[config.mk]
export PLATFORM = sky130hd
export DESIGN_NAME = battery_charge_stage_controller_core
export DESIGN_NICKNAME = d
export VERILOG_FILES = /design/src/rtl/bcsc_pkg.sv /design/src/rtl/bcsc_step.sv /design/src/rtl/battery_charge_stage_controller_core.sv
export VERILOG_INCLUDE_DIRS = /design/src /design/src/rtl
export SDC_FILE = /design/constraint.sdc
export NUM_CORES = 1
export LEC_CHECK = 0
export BUFFER_PORTS_ARGS = -buffer_cell sky130_fd_sc_hd__buf_2
export CAP_MARGIN = 10
export CORE_MARGIN = 2
export CORE_UTILIZATION = 30
export DETAILED_ROUTE_END_ITERATION = 10
export GPL_TIMING_DRIVEN = 0
export PLACE_DENSITY_LB_ADDON = 0.08
export SLEW_MARGIN = 20
export SYNTH_ARGS = -nofsm -noshare
export SYNTH_HDL_FRONTEND = slang
export SYNTH_SLANG_ARGS = --single-unit
[constraint.sdc]
create_clock -name clk_i -period 3.3 [get_ports clk_i]
set_input_delay 0.495 -clock clk_i [delete_from_list [all_inputs] [get_ports clk_i]]
set_output_delay 0.495 -clock clk_i [all_outputs]
set_load 0.05 [all_outputs]
[src/rtl/battery_charge_stage_controller_core_defines.svh]
// assertion macros for the charge stage controller
// used by the top level only; the bodies need clk_i and rst_ni in scope
`ifndef BATTERY_CHARGE_STAGE_CONTROLLER_CORE_DEFINES_SVH
`define BATTERY_CHARGE_STAGE_CONTROLLER_CORE_DEFINES_SVH

`ifndef SYNTHESIS
`define BCSC_ASSERT_IMPL(lbl, ante, cons) \
  lbl: assert property (@(posedge clk_i) disable iff (!rst_ni) (ante) |-> (cons)) \
    else $error("bcsc same-cycle check failed");
`define BCSC_ASSERT_NEXT(lbl, ante, cons) \
  lbl: assert property (@(posedge clk_i) disable iff (!rst_ni) (ante) |=> (cons)) \
    else $error("bcsc next-cycle check failed");
`else
`define BCSC_ASSERT_IMPL(lbl, ante, cons)
`define BCSC_ASSERT_NEXT(lbl, ante, cons)
`endif

`endif

[src/rtl/bcsc_pkg.sv]
// types, codes and reset constants of the charge stage controller
// no dependencies; imported by bcsc_step and the top level
`timescale 1ns / 1ps
`default_nettype none

package bcsc_pkg;

  // hysteresis limit of the cc/cv selection
  localparam int HOLD_LIMIT = 4;

  localparam logic signed [7:0] HOLD_CEIL  = 8'sd12;
  localparam logic signed [7:0] HOLD_FLOOR = 8'(-HOLD_LIMIT);
  localparam logic [7:0]        SWITCH_LONG  = 8'(2 * HOLD_LIMIT);
  localparam logic [7:0]        SWITCH_SHORT = 8'(HOLD_LIMIT);
  localparam logic [15:0]       DRAIN_STEP   = 16'd2;
  localparam logic [15:0]       FLOAT_ENTER  = 16'd2;

  // stage codes
  localparam logic [1:0] ST_PRE   = 2'd0;
  localparam logic [1:0] ST_CHG   = 2'd1;
  localparam logic [1:0] ST_FLT   = 2'd2;
  localparam logic [1:0] ST_FAULT = 2'd3;

  // command codes
  localparam logic [1:0] CMD_STAGE   = 2'd0;
  localparam logic [1:0] CMD_MODE    = 2'd1;
  localparam logic [1:0] CMD_RESTART = 2'd2;

  // register indexes
  localparam int CFG_ADDR_W = 5;
  localparam logic [2:0] REG_CUTOFF_V     = 3'd0;
  localparam logic [2:0] REG_CHARGE_V     = 3'd1;
  localparam logic [2:0] REG_FLOAT_V      = 3'd2;
  localparam logic [2:0] REG_PRECHARGE_I  = 3'd3;
  localparam logic [2:0] REG_CHARGE_I     = 3'd4;
  localparam logic [2:0] REG_FLOAT_I      = 3'd5;
  localparam logic [2:0] REG_PRE_TICKS    = 3'd6;
  localparam logic [2:0] REG_FLOAT_ENTRY  = 3'd7;

  // register reset values
  localparam logic [11:0] RST_CUTOFF_V    = 12'd2000;
  localparam logic [11:0] RST_CHARGE_V    = 12'd2950;
  localparam logic [11:0] RST_FLOAT_V     = 12'd2750;
  localparam logic [11:0] RST_PRECHARGE_I = 12'd200;
  localparam logic [11:0] RST_CHARGE_I    = 12'd2000;
  localparam logic [11:0] RST_FLOAT_I     = 12'd100;
  localparam logic [14:0] RST_PRE_TICKS   = 15'd600;
  localparam logic [15:0] RST_FLOAT_ENTRY = 16'd600;

  typedef struct packed {
    logic [1:0]  cmd;
    logic [11:0] battery_voltage;
    logic [11:0] battery_current;
  } bcsc_in_t;

  typedef struct packed {
    logic [1:0]  stage;
    logic        cc_select;
    logic [11:0] voltage_setpoint;
    logic [11:0] current_setpoint;
  } bcsc_out_t;

  typedef struct packed {
    logic [11:0] precharge_exit_v;
    logic [11:0] charge_voltage;
    logic [11:0] float_voltage;
    logic [11:0] precharge_current;
    logic [11:0] charge_current;
    logic [11:0] float_current;
    logic [14:0] precharge_ticks;
    logic [15:0] float_entry_count;
  } bcsc_cfg_t;

  typedef struct packed {
    logic [1:0]        stage;
    logic [14:0]       precharge_left;
    logic [15:0]       low_current_count;
    logic              mode_flag;
    logic signed [7:0] hold_count;
    logic [7:0]        switch_delay;
    logic [11:0]       vref;
    logic [11:0]       iref;
  } bcsc_state_t;

endpackage

`default_nettype wire

[src/rtl/bcsc_step.sv]
// next-state logic of the charge stage controller for one request
// depends on bcsc_pkg
`timescale 1ns / 1ps
`default_nettype none

module bcsc_step (
  input  wire bcsc_pkg::bcsc_cfg_t   cfg_i,
  input  wire bcsc_pkg::bcsc_state_t state_i,
  input  wire bcsc_pkg::bcsc_in_t    req_i,
  output bcsc_pkg::bcsc_state_t      state_o
);
  import bcsc_pkg::*;

  logic signed [7:0] hold_cur;
  logic signed [7:0] hold_dec;
  logic [15:0]       lcc_dec;
  logic [11:0]       volt;
  logic [11:0]       curr;
  bcsc_state_t       nxt;

  assign hold_cur = state_i.hold_count;
  assign hold_dec = hold_cur - 8'sd1;
  assign lcc_dec  = state_i.low_current_count - DRAIN_STEP;
  assign volt     = req_i.battery_voltage;
  assign curr     = req_i.battery_current;

  always_comb begin
    nxt = state_i;
    case (req_i.cmd)
      CMD_STAGE: begin
        case (state_i.stage)
          ST_PRE: begin
            if (volt < cfg_i.precharge_exit_v) begin
              if (state_i.precharge_left != '0) begin
                nxt.precharge_left = state_i.precharge_left - 15'd1;
              end else begin
                nxt.stage = ST_FAULT;
              end
            end else begin
              nxt.stage = ST_CHG;
              nxt.iref  = cfg_i.charge_current;
            end
          end
          ST_CHG: begin
            // low-current countdown only runs in voltage mode
            if (!state_i.mode_flag) begin
              if (curr < cfg_i.float_current) begin
                nxt.low_current_count = lcc_dec;
                if (lcc_dec < FLOAT_ENTER) begin
                  nxt.stage = ST_FLT;
                end
              end else if (state_i.low_current_count < cfg_i.float_entry_count) begin
                nxt.low_current_count = state_i.low_current_count + 16'd1;
              end
            end
          end
          ST_FLT: begin
            nxt.vref = cfg_i.float_voltage;
            nxt.iref = cfg_i.float_current;
          end
          default: begin
            nxt.mode_flag = 1'b0;
          end
        endcase
      end
      CMD_MODE: begin
        if (volt > state_i.vref) begin
          if (hold_cur < HOLD_CEIL) begin
            nxt.hold_count = hold_cur + 8'sd1;
          end
          if (state_i.switch_delay != '0) begin
            nxt.switch_delay = state_i.switch_delay - 8'd1;
          end else begin
            nxt.mode_flag = 1'b0;
          end
        end else if (volt < state_i.vref) begin
          if (hold_dec < HOLD_FLOOR) begin
            nxt.hold_count   = HOLD_FLOOR;
            nxt.mode_flag    = 1'b1;
            nxt.switch_delay = SWITCH_LONG;
          end else begin
            nxt.hold_count = hold_dec;
          end
        end
        // overcurrent in float drops back to charge
        if (curr > state_i.iref && !nxt.mode_flag && state_i.stage == ST_FLT) begin
          nxt.stage        = ST_CHG;
          nxt.vref         = cfg_i.charge_voltage;
          nxt.iref         = cfg_i.charge_current;
          nxt.mode_flag    = 1'b1;
          nxt.switch_delay = SWITCH_SHORT;
        end
      end
      CMD_RESTART: begin
        nxt.stage             = ST_PRE;
        nxt.precharge_left    = cfg_i.precharge_ticks;
        nxt.iref              = cfg_i.precharge_current;
        nxt.vref              = cfg_i.charge_voltage;
        nxt.low_current_count = cfg_i.float_entry_count;
      end
      default: begin
      end
    endcase
  end

  assign state_o = nxt;

endmodule

`default_nettype wire

[src/rtl/battery_charge_stage_controller_core.sv]
// Charge stage controller for one lead-acid channel: each request (command plus one
// voltage and current sample) yields one result with stage, cc/cv mode and the voltage
// and current setpoints after the update. A request is captured in an input register,
// runs through one pass of compare-and-count logic into the state and the result
// register, from which its result is presented; one request per cycle is sustained
// while results are taken, the result register letting the next request in while a
// result waits. Setpoint and threshold registers sit on an APB port at byte address
// 4*index; the user must write them only while no request is in flight, which the
// block itself does not enforce. Depends on bcsc_pkg, bcsc_step and the defines.
`timescale 1ns / 1ps
`default_nettype none
`include "battery_charge_stage_controller_core_defines.svh"

module battery_charge_stage_controller_core (
  input  wire                              clk_i,
  input  wire                              rst_ni,
  input  wire                              in_valid_i,
  output logic                             in_ready_o,
  input  wire bcsc_pkg::bcsc_in_t          in_data_i,
  output logic                             out_valid_o,
  input  wire                              out_ready_i,
  output bcsc_pkg::bcsc_out_t              out_data_o,
  input  wire                              psel,
  input  wire                              penable,
  input  wire                              pwrite,
  input  wire [bcsc_pkg::CFG_ADDR_W-1:0]   paddr,
  input  wire [31:0]                       pwdata,
  output logic [31:0]                      prdata,
  output logic                             pready
);
  import bcsc_pkg::*;

  bcsc_cfg_t   cfg_q;
  bcsc_state_t state_q, state_d;
  bcsc_in_t    in_q;
  bcsc_out_t   out_q;
  logic        in_valid_q, in_valid_d;
  logic        out_valid_q, out_valid_d;
  logic        advance;
  logic        cfg_write;
  logic [2:0]  cfg_idx;
  logic signed [7:0] hold_q;
  logic        restart_step;
  logic        fault_step;

  // ---------------- configuration port ----------------
  assign pready    = 1'b1;
  assign cfg_idx   = paddr[CFG_ADDR_W-1:2];
  assign cfg_write = psel && penable && pwrite && pready;

  always_ff @(posedge clk_i or negedge rst_ni) begin
    if (!rst_ni) begin
      cfg_q.precharge_exit_v  <= RST_CUTOFF_V;
      cfg_q.charge_voltage    <= RST_CHARGE_V;
      cfg_q.float_voltage     <= RST_FLOAT_V;
      cfg_q.precharge_current <= RST_PRECHARGE_I;
      cfg_q.charge_current    <= RST_CHARGE_I;
      cfg_q.float_current     <= RST_FLOAT_I;
      cfg_q.precharge_ticks   <= RST_PRE_TICKS;
      cfg_q.float_entry_count <= RST_FLOAT_ENTRY;
    end else if (cfg_write) begin
      case (cfg_idx)
        REG_CUTOFF_V:    cfg_q.precharge_exit_v  <= pwdata[11:0];
        REG_CHARGE_V:    cfg_q.charge_voltage    <= pwdata[11:0];
        REG_FLOAT_V:     cfg_q.float_voltage     <= pwdata[11:0];
        REG_PRECHARGE_I: cfg_q.precharge_current <= pwdata[11:0];
        REG_CHARGE_I:    cfg_q.charge_current    <= pwdata[11:0];
        REG_FLOAT_I:     cfg_q.float_current     <= pwdata[11:0];
        REG_PRE_TICKS:   cfg_q.precharge_ticks   <= pwdata[14:0];
        default:         cfg_q.float_entry_count <= pwdata[15:0];
      endcase
    end
  end

  always_comb begin
    case (cfg_idx)
      REG_CUTOFF_V:    prdata = 32'(cfg_q.precharge_exit_v);
      REG_CHARGE_V:    prdata = 32'(cfg_q.charge_voltage);
      REG_FLOAT_V:     prdata = 32'(cfg_q.float_voltage);
      REG_PRECHARGE_I: prdata = 32'(cfg_q.precharge_current);
      REG_CHARGE_I:    prdata = 32'(cfg_q.charge_current);
      REG_FLOAT_I:     prdata = 32'(cfg_q.float_current);
      REG_PRE_TICKS:   prdata = 32'(cfg_q.precharge_ticks);
      default:         prdata = 32'(cfg_q.float_entry_count);
    endcase
  end

  // ---------------- request pipeline ----------------
  // the held request moves on when the result register is empty or being drained
  assign advance     = in_valid_q && (!out_valid_q || out_ready_i);
  assign in_ready_o  = !in_valid_q || advance;
  assign in_valid_d  = (in_valid_i && in_ready_o) || (in_valid_q && !advance);
  assign out_valid_d = advance || (out_valid_q && !out_ready_i);

  bcsc_step u_step (
    .cfg_i   (cfg_q),
    .state_i (state_q),
    .req_i   (in_q),
    .state_o (state_d)
  );

  always_ff @(posedge clk_i or negedge rst_ni) begin
    if (!rst_ni) begin
      in_valid_q  <= 1'b0;
      out_valid_q <= 1'b0;
      state_q.stage             <= ST_PRE;
      state_q.precharge_left    <= RST_PRE_TICKS;
      state_q.low_current_count <= RST_FLOAT_ENTRY;
      state_q.mode_flag         <= 1'b1;
      state_q.hold_count        <= '0;
      state_q.switch_delay      <= '0;
      state_q.vref              <= RST_CHARGE_V;
      state_q.iref              <= RST_PRECHARGE_I;
    end else begin
      in_valid_q  <= in_valid_d;
      out_valid_q <= out_valid_d;
      if (advance) begin
        state_q <= state_d;
      end
    end
  end

  // payload registers
  always_ff @(posedge clk_i) begin
    if (in_valid_i && in_ready_o) begin
      in_q <= in_data_i;
    end
    if (advance) begin
      out_q.stage            <= state_d.stage;
      out_q.cc_select        <= state_d.mode_flag;
      out_q.voltage_setpoint <= state_d.vref;
      out_q.current_setpoint <= state_d.iref;
    end
  end

  assign out_valid_o = out_valid_q;
  assign out_data_o  = out_q;

  assign hold_q       = state_q.hold_count;
  assign restart_step = advance && in_q.cmd == CMD_RESTART;
  assign fault_step   = advance && in_q.cmd == CMD_STAGE && state_q.stage == ST_FAULT;

  // ---------------- checks ----------------
  `BCSC_ASSERT_NEXT(a_step_fills_result, advance, out_valid_q)
  `BCSC_ASSERT_NEXT(a_restart_precharge, restart_step, state_q.stage == ST_PRE)
  `BCSC_ASSERT_NEXT(a_fault_clears_mode, fault_step, !state_q.mode_flag && state_q.stage == ST_FAULT)
  `BCSC_ASSERT_IMPL(a_hold_in_range, out_valid_q, hold_q <= HOLD_CEIL && hold_q >= HOLD_FLOOR)

endmodule

`default_nettype wire

[Word level (Yosys, flattened, before mapping)]
Cells that the tools add are included.
Word-level totals
  bits in registers: 232
  input port bits: 70
  output and inout bits: 62
  word-level logic and storage cells: 133
Operators by class
  $add $sub $neg: 6
  order comparisons: 9
  eq/ne operators: 21
  multiplexer cells: 34
  bitwise operators: 1
  reduce and logical (&&, ||, !) cells: 37
Operator list (count)
  16-bit one-hot mux with 7 select lines: 1
  24-bit one-hot mux with 3 select lines: 1
  16-bit 2-to-1 mux: 4
  31-bit one-hot mux with 2 select lines: 1
  17-bit 2-to-1 mux: 3
  15-bit 2-to-1 mux: 3
  12-bit < comparator: 3
  32-bit 2-to-1 mux: 1
  8-bit 2-to-1 mux: 4
  12-bit > comparator: 2
  12-bit 2-to-1 mux: 2
  12-bit one-hot mux with 2 select lines: 1
  16-bit by 1-bit adder with 16-bit output, second input constant: 1
  16-bit < comparator: 1
  16-bit by 2-bit < comparator with 1-bit output, second input constant: 1
  2-bit AND reduction: 8
  16-bit by 2-bit subtractor with 16-bit output, second input constant: 1
  5-bit AND reduction: 3
  15-bit nonzero test: 1
  15-bit by 1-bit subtractor with 15-bit output, second input constant: 1
  2-bit 2-to-1 mux: 6
  3-bit equality test, second input constant: 3
  8-bit by 2-bit adder with 8-bit output, second input constant: 1
  1-bit logical AND: 8
  28 further kinds: 47

[Logic depth before layout (Yosys ltp)]
  depth after elaboration: 11
  depth in mapped cells: 17
  mapped depth without buffers: 14

[Hierarchy]
Synthesis repeated with hierarchy kept, for this count alone.
Second synthesis, totals
  cells, all modules: 1464
  area total of the unflattened synthesis: 14771.7 um^2
By module, submodules not included
  battery_charge_stage_controller_core: times used 1, cells an instance 582, area an instance 9286.4 um^2, seq. area each 6143.4 um^2
  bcsc_step: times used 1, cells an instance 882, area an instance 5485.3 um^2, seq. area each 0.0 um^2

[Worst setup path before layout]
No wires, ideal clock.
  path type: register to register
  from: register state_q, in the netlist hold_q[1]
  to: register state_q[18] (netlist name)
  library setup time: 0.126 ns
  arrival time: 3.540 ns
  slack: -0.366 ns
  stages on the path, launching flop included: 16
  period minus slack after synthesis: 3.666 ns
  cell sequence: dfrtp_1 > or3_1 > nor3_1 > xnor2_1 > nor4_1 > o22ai_1 > ha_1 > buf_1 > nand2_1 > nor3_2 > o32a_1 > nand2b_1 > clkbuf_1 > nor2_1 > buf_2 > a221o_1
Between the ends
  longest elaborated chain between the ends: 11
RTL lines
  start, declared: RTL line battery_charge_stage_controller_core.sv:34  | bcsc_state_t state_q, state_d;
  start signal, assigned: RTL line battery_charge_stage_controller_core.sv:118  | state_q <= state_d;
  8-bit by 2-bit subtractor with 8-bit output: RTL line bcsc_step.sv:22  | assign hold_dec = hold_cur - 8'sd1;
  8-bit by 3-bit < comparator with 1-bit output: RTL line bcsc_step.sv:77  | if (hold_dec < HOLD_FLOOR) begin
  1-bit 2-to-1 mux: RTL line bcsc_step.sv:77
  17-bit 2-to-1 mux: RTL line bcsc_step.sv:76  | end else if (volt < state_i.vref) begin
  17-bit 2-to-1 mux: RTL line bcsc_step.sv:67  | if (volt > state_i.vref) begin
  17-bit 2-to-1 mux: RTL line bcsc_step.sv:29  | case (req_i.cmd)
  1-bit logical NOT: RTL line bcsc_step.sv:86  | if (curr > state_i.iref && !nxt.mode_flag && state_i.stage == ST_FLT) begin
  1-bit logical AND (2 in a row): RTL line bcsc_step.sv:86
  32-bit 2-to-1 mux: RTL line bcsc_step.sv:86
  24-bit one-hot mux with 3 select lines: RTL line bcsc_step.sv:29
Every way passes these cells. The select of a mux whose other input is x is not followed.
A chain may end at the register's enable or synchronous reset.

==> impl_results.md <==
* Min Tclk post-route at between 3 and 4 ns
* Die ar. at between 0.04 and 0.05 sq mm
* Largest area contributor in the netlist: dfrtp_1
* Ys async rst share at between 70% and 80%
* Status: completed
* Row Count at 79
* CTS Root Cell: clkbuf_16
* Starting Density at 30.25%
* Vias in the first global route at ~12000
* GRT Overall Usage at between 20% and 30%
* Pin slew with the least headroom to its limit at ~1.1 ns
* First-pass GRT wire length at approximately 80 mm
* Tot Pwr at 12750 uW
* VDD IR max at about 0.37 mV
* Worst Path Required at roughly 3.6 ns
* R2r setup slk at between 0.04 and 0.05 ns
* R2R depth at 13
* Worst r2r src: hold_q[1]
* Die width at roughly 220 microns
* Clock Sinks at 232
* Fmax at ~0.31 GHz
* RSZ-0062 raised after global routing: yes
* Critical Path Source: hold_q[1]
* Final Setup Violations at 0
* Core area at 0.04636 sq mm
* Synth Register Bits at between 200 and 250
* Overflow after GRT at 0
* DRC viols at 0
* Clock transition at path regs at 0.06 ns
* Number of hold violations in the final report at 0
* Total number of H-tree levels at 1
* Drt pass-1 iters at 5
* Count leader, synth: nand2_1
* Clock buffer depth at 3
* Crit. End Element: flip-flop
* GPL Wtd Cong at 0.9252
* Worst hold path cell count at 1
* Hold_sp: in_data_i[8]
* Routed wire per std cell at ~24 microns
* Antenna diode count at 0
* Sequential fraction of the synthesis area at 43.81%
* EDFF count, synth at 53
* Dpl hpwl at 40.51 mm
* CTS Buf Count at 30
* Worst slew margin at 25.75%
* Syn avg cell area at 9.507 sq um
* PortBufs at 94
* Worst r2r dst: out_data_o[12]
* Max Slew Vio Count at 0
* Pleak at 0.007122 uW
* Gate Count Post-Synth at approximately 1500
* Via count at 12462
* Initial antenna violation count at 2
* Routed WL at between 50 and 60 mm
* Synthesized area at 0.01402 sq mm
* Synth top area cells: dfrtp_1 22%, edfxtp_1 11%, dfstp_2 11%, mux2_2 7.6%, ha_1 6.3%
* Area growth syn-to-layout at 23.38%
* Distinct cells, synth at a little under 80
* Arr. time, crit path at between 3 and 4 ns
* Top cells by count, synth: 137 x nand2_1, 125 x o21ai_0, 121 x dfrtp_1
* Share of layout cells above drive strength 1 at 27.97%
* Max Cap Viol at 0
* Yosys top cell area share at between 20% and 30%
* Hold Slack at about 0.073 ns
* Final worst path period share at between 90% and 100%
* Crit Path Class: reg -> reg
* I/O pin cnt at about 130
* Final TNS setup at 0 ns
* Antenna Nets Post-Route at 0
* Startpoint Class: flip-flop
* Power Dens Cells at roughly 740 mW/mm^2
* Clock skew at 0.02910 ns
* Later-pin clock latency in the skew report at ~0.59 ns
* Die span in y at around 220 microns
* Largest net degree at the start of global routing at 87
* Drt initial violations at between 800 and 900
* Vias per cell at 5.466
* Crit path to: out_data_o[12]
* Synth Flop Type: dfrtp_1
* CP Max Fanout at 6
* CTS tree: done
* Yosys warnings at 0
* Final #Nets at ~1800
* Hold crit path type: in -> reg
==> where the power goes <==
group          internal, uW  total [uW]  switching, uW
clock network          2210        3580           1360
logic                  1780        4470           2690
registers              3800        4690            895
total                  7790       12700           4950
==> cell usage in the layout (no fill, tap or decap), types with 16 or more instances in the layout <==
cell type	n
dfrtp_1	119
a31oi_1	25
a21oi_1	113
mux2_2	95
buf_4	42
inv_1	87
edfxtp_1	53
clkbuf_16	35
o22ai_1	17
o21ai_0	118
o31a_1	16
buf_2	101
nor4_1	16
clkbuf_1	64
dfstp_2	58
a22oi_1	25
nor2_1	105
nand4_1	17
nor3_1	29
ha_1	68
nand2_1	123
conb_1	17
==> registers in the layout (all words and copies together), names as in the netlist <==
register	count
out_valid_o	1
in_valid_q	1
in_q	26
cfg_q	103
state_q	66
out_data_o	27
hold_q	8
==> cell type report <==
type,instances,area (sq um)
Clock inverter,11,130.1
Buffer,106,580.6
Multi-Input combinational cell,1059,7513
Sequential cell,232,6146
Timing Repair Buffer,132,890.9
Clock buffer,45,952.2
Fill cell,4722,29060
Tap cell,607,759.5
Inverter,88,330.3
==> per-stage QoR <==
stage	area (sq um)	worst slack (ns)	instances	util [%]
6_report	17300	0.04476	2280	37.32
5_1_grt	17300	-0.1234	2280	37.32
4_1_cts	17060	-0.2046	2277	36.81
3_5_place_dp	15440	-0.8505	2194	33.31
3_3_place_gp	15340	-1.636	2191	33.09
2_1_floorplan	14110	0.01282	1490	-
==> critical path, cell delays in order, from the launching register on <==
cell	delay (ns)
dfrtp_2	0.41
or3_4	0.40
nor3_4	0.22
xnor2_2	0.11
nor4_4	0.23
o22ai_2	0.13
ha_4	0.31
nand2_4	0.05
nor3_4	0.15
o32a_4	0.25
nor2_4	0.06
buf_8	0.17
or3_4	0.32
o211a_1	0.15
==> worst min-delay path by stage <==
stage	endpoint	slack (ns)
floorplan	cfg_q[0]	0.20
global placement	state_q[31]	0.47
detailed placement	hold_q[7]	0.39
CTS	in_q[8]	0.05
global route	in_q[6]	0.06
finish	in_q[8]	0.07
==> layer usage <==
layer | global-route usage (%) | vias up | part of all wire, %
li1 | - | 5785 | -
met5 | 0 | - | 0
met1 | 32.09 | 6276 | 47
met2 | 35.87 | 327 | 45
met3 | 2.832 | 74 | 4.7
met4 | 6.353 | 0 | 2.9
==> cell families after synthesis <==
kind of cell / share of synthesized area [%]
simple gates: 13.43
other cells: 0.05355
compound gates: 21.04
buf+inv: 6.013
fa+ha+maj: 6.335
flops: 43.81
xor+xnor: 0.4283
mux: 8.895
==> timing repair <==
action / in CTS / in global routing
setup buffers: 27 / 3
pin swaps: 27 / 22
hold buffers: 1 / 0
setup endpoints to repair: 103 / 100
gates cloned: 2 / 2
resized for setup: 78 / 65
hold endpoints to repair: 23 / 0
Note: power is estimated with default switching activity, not from simulation.
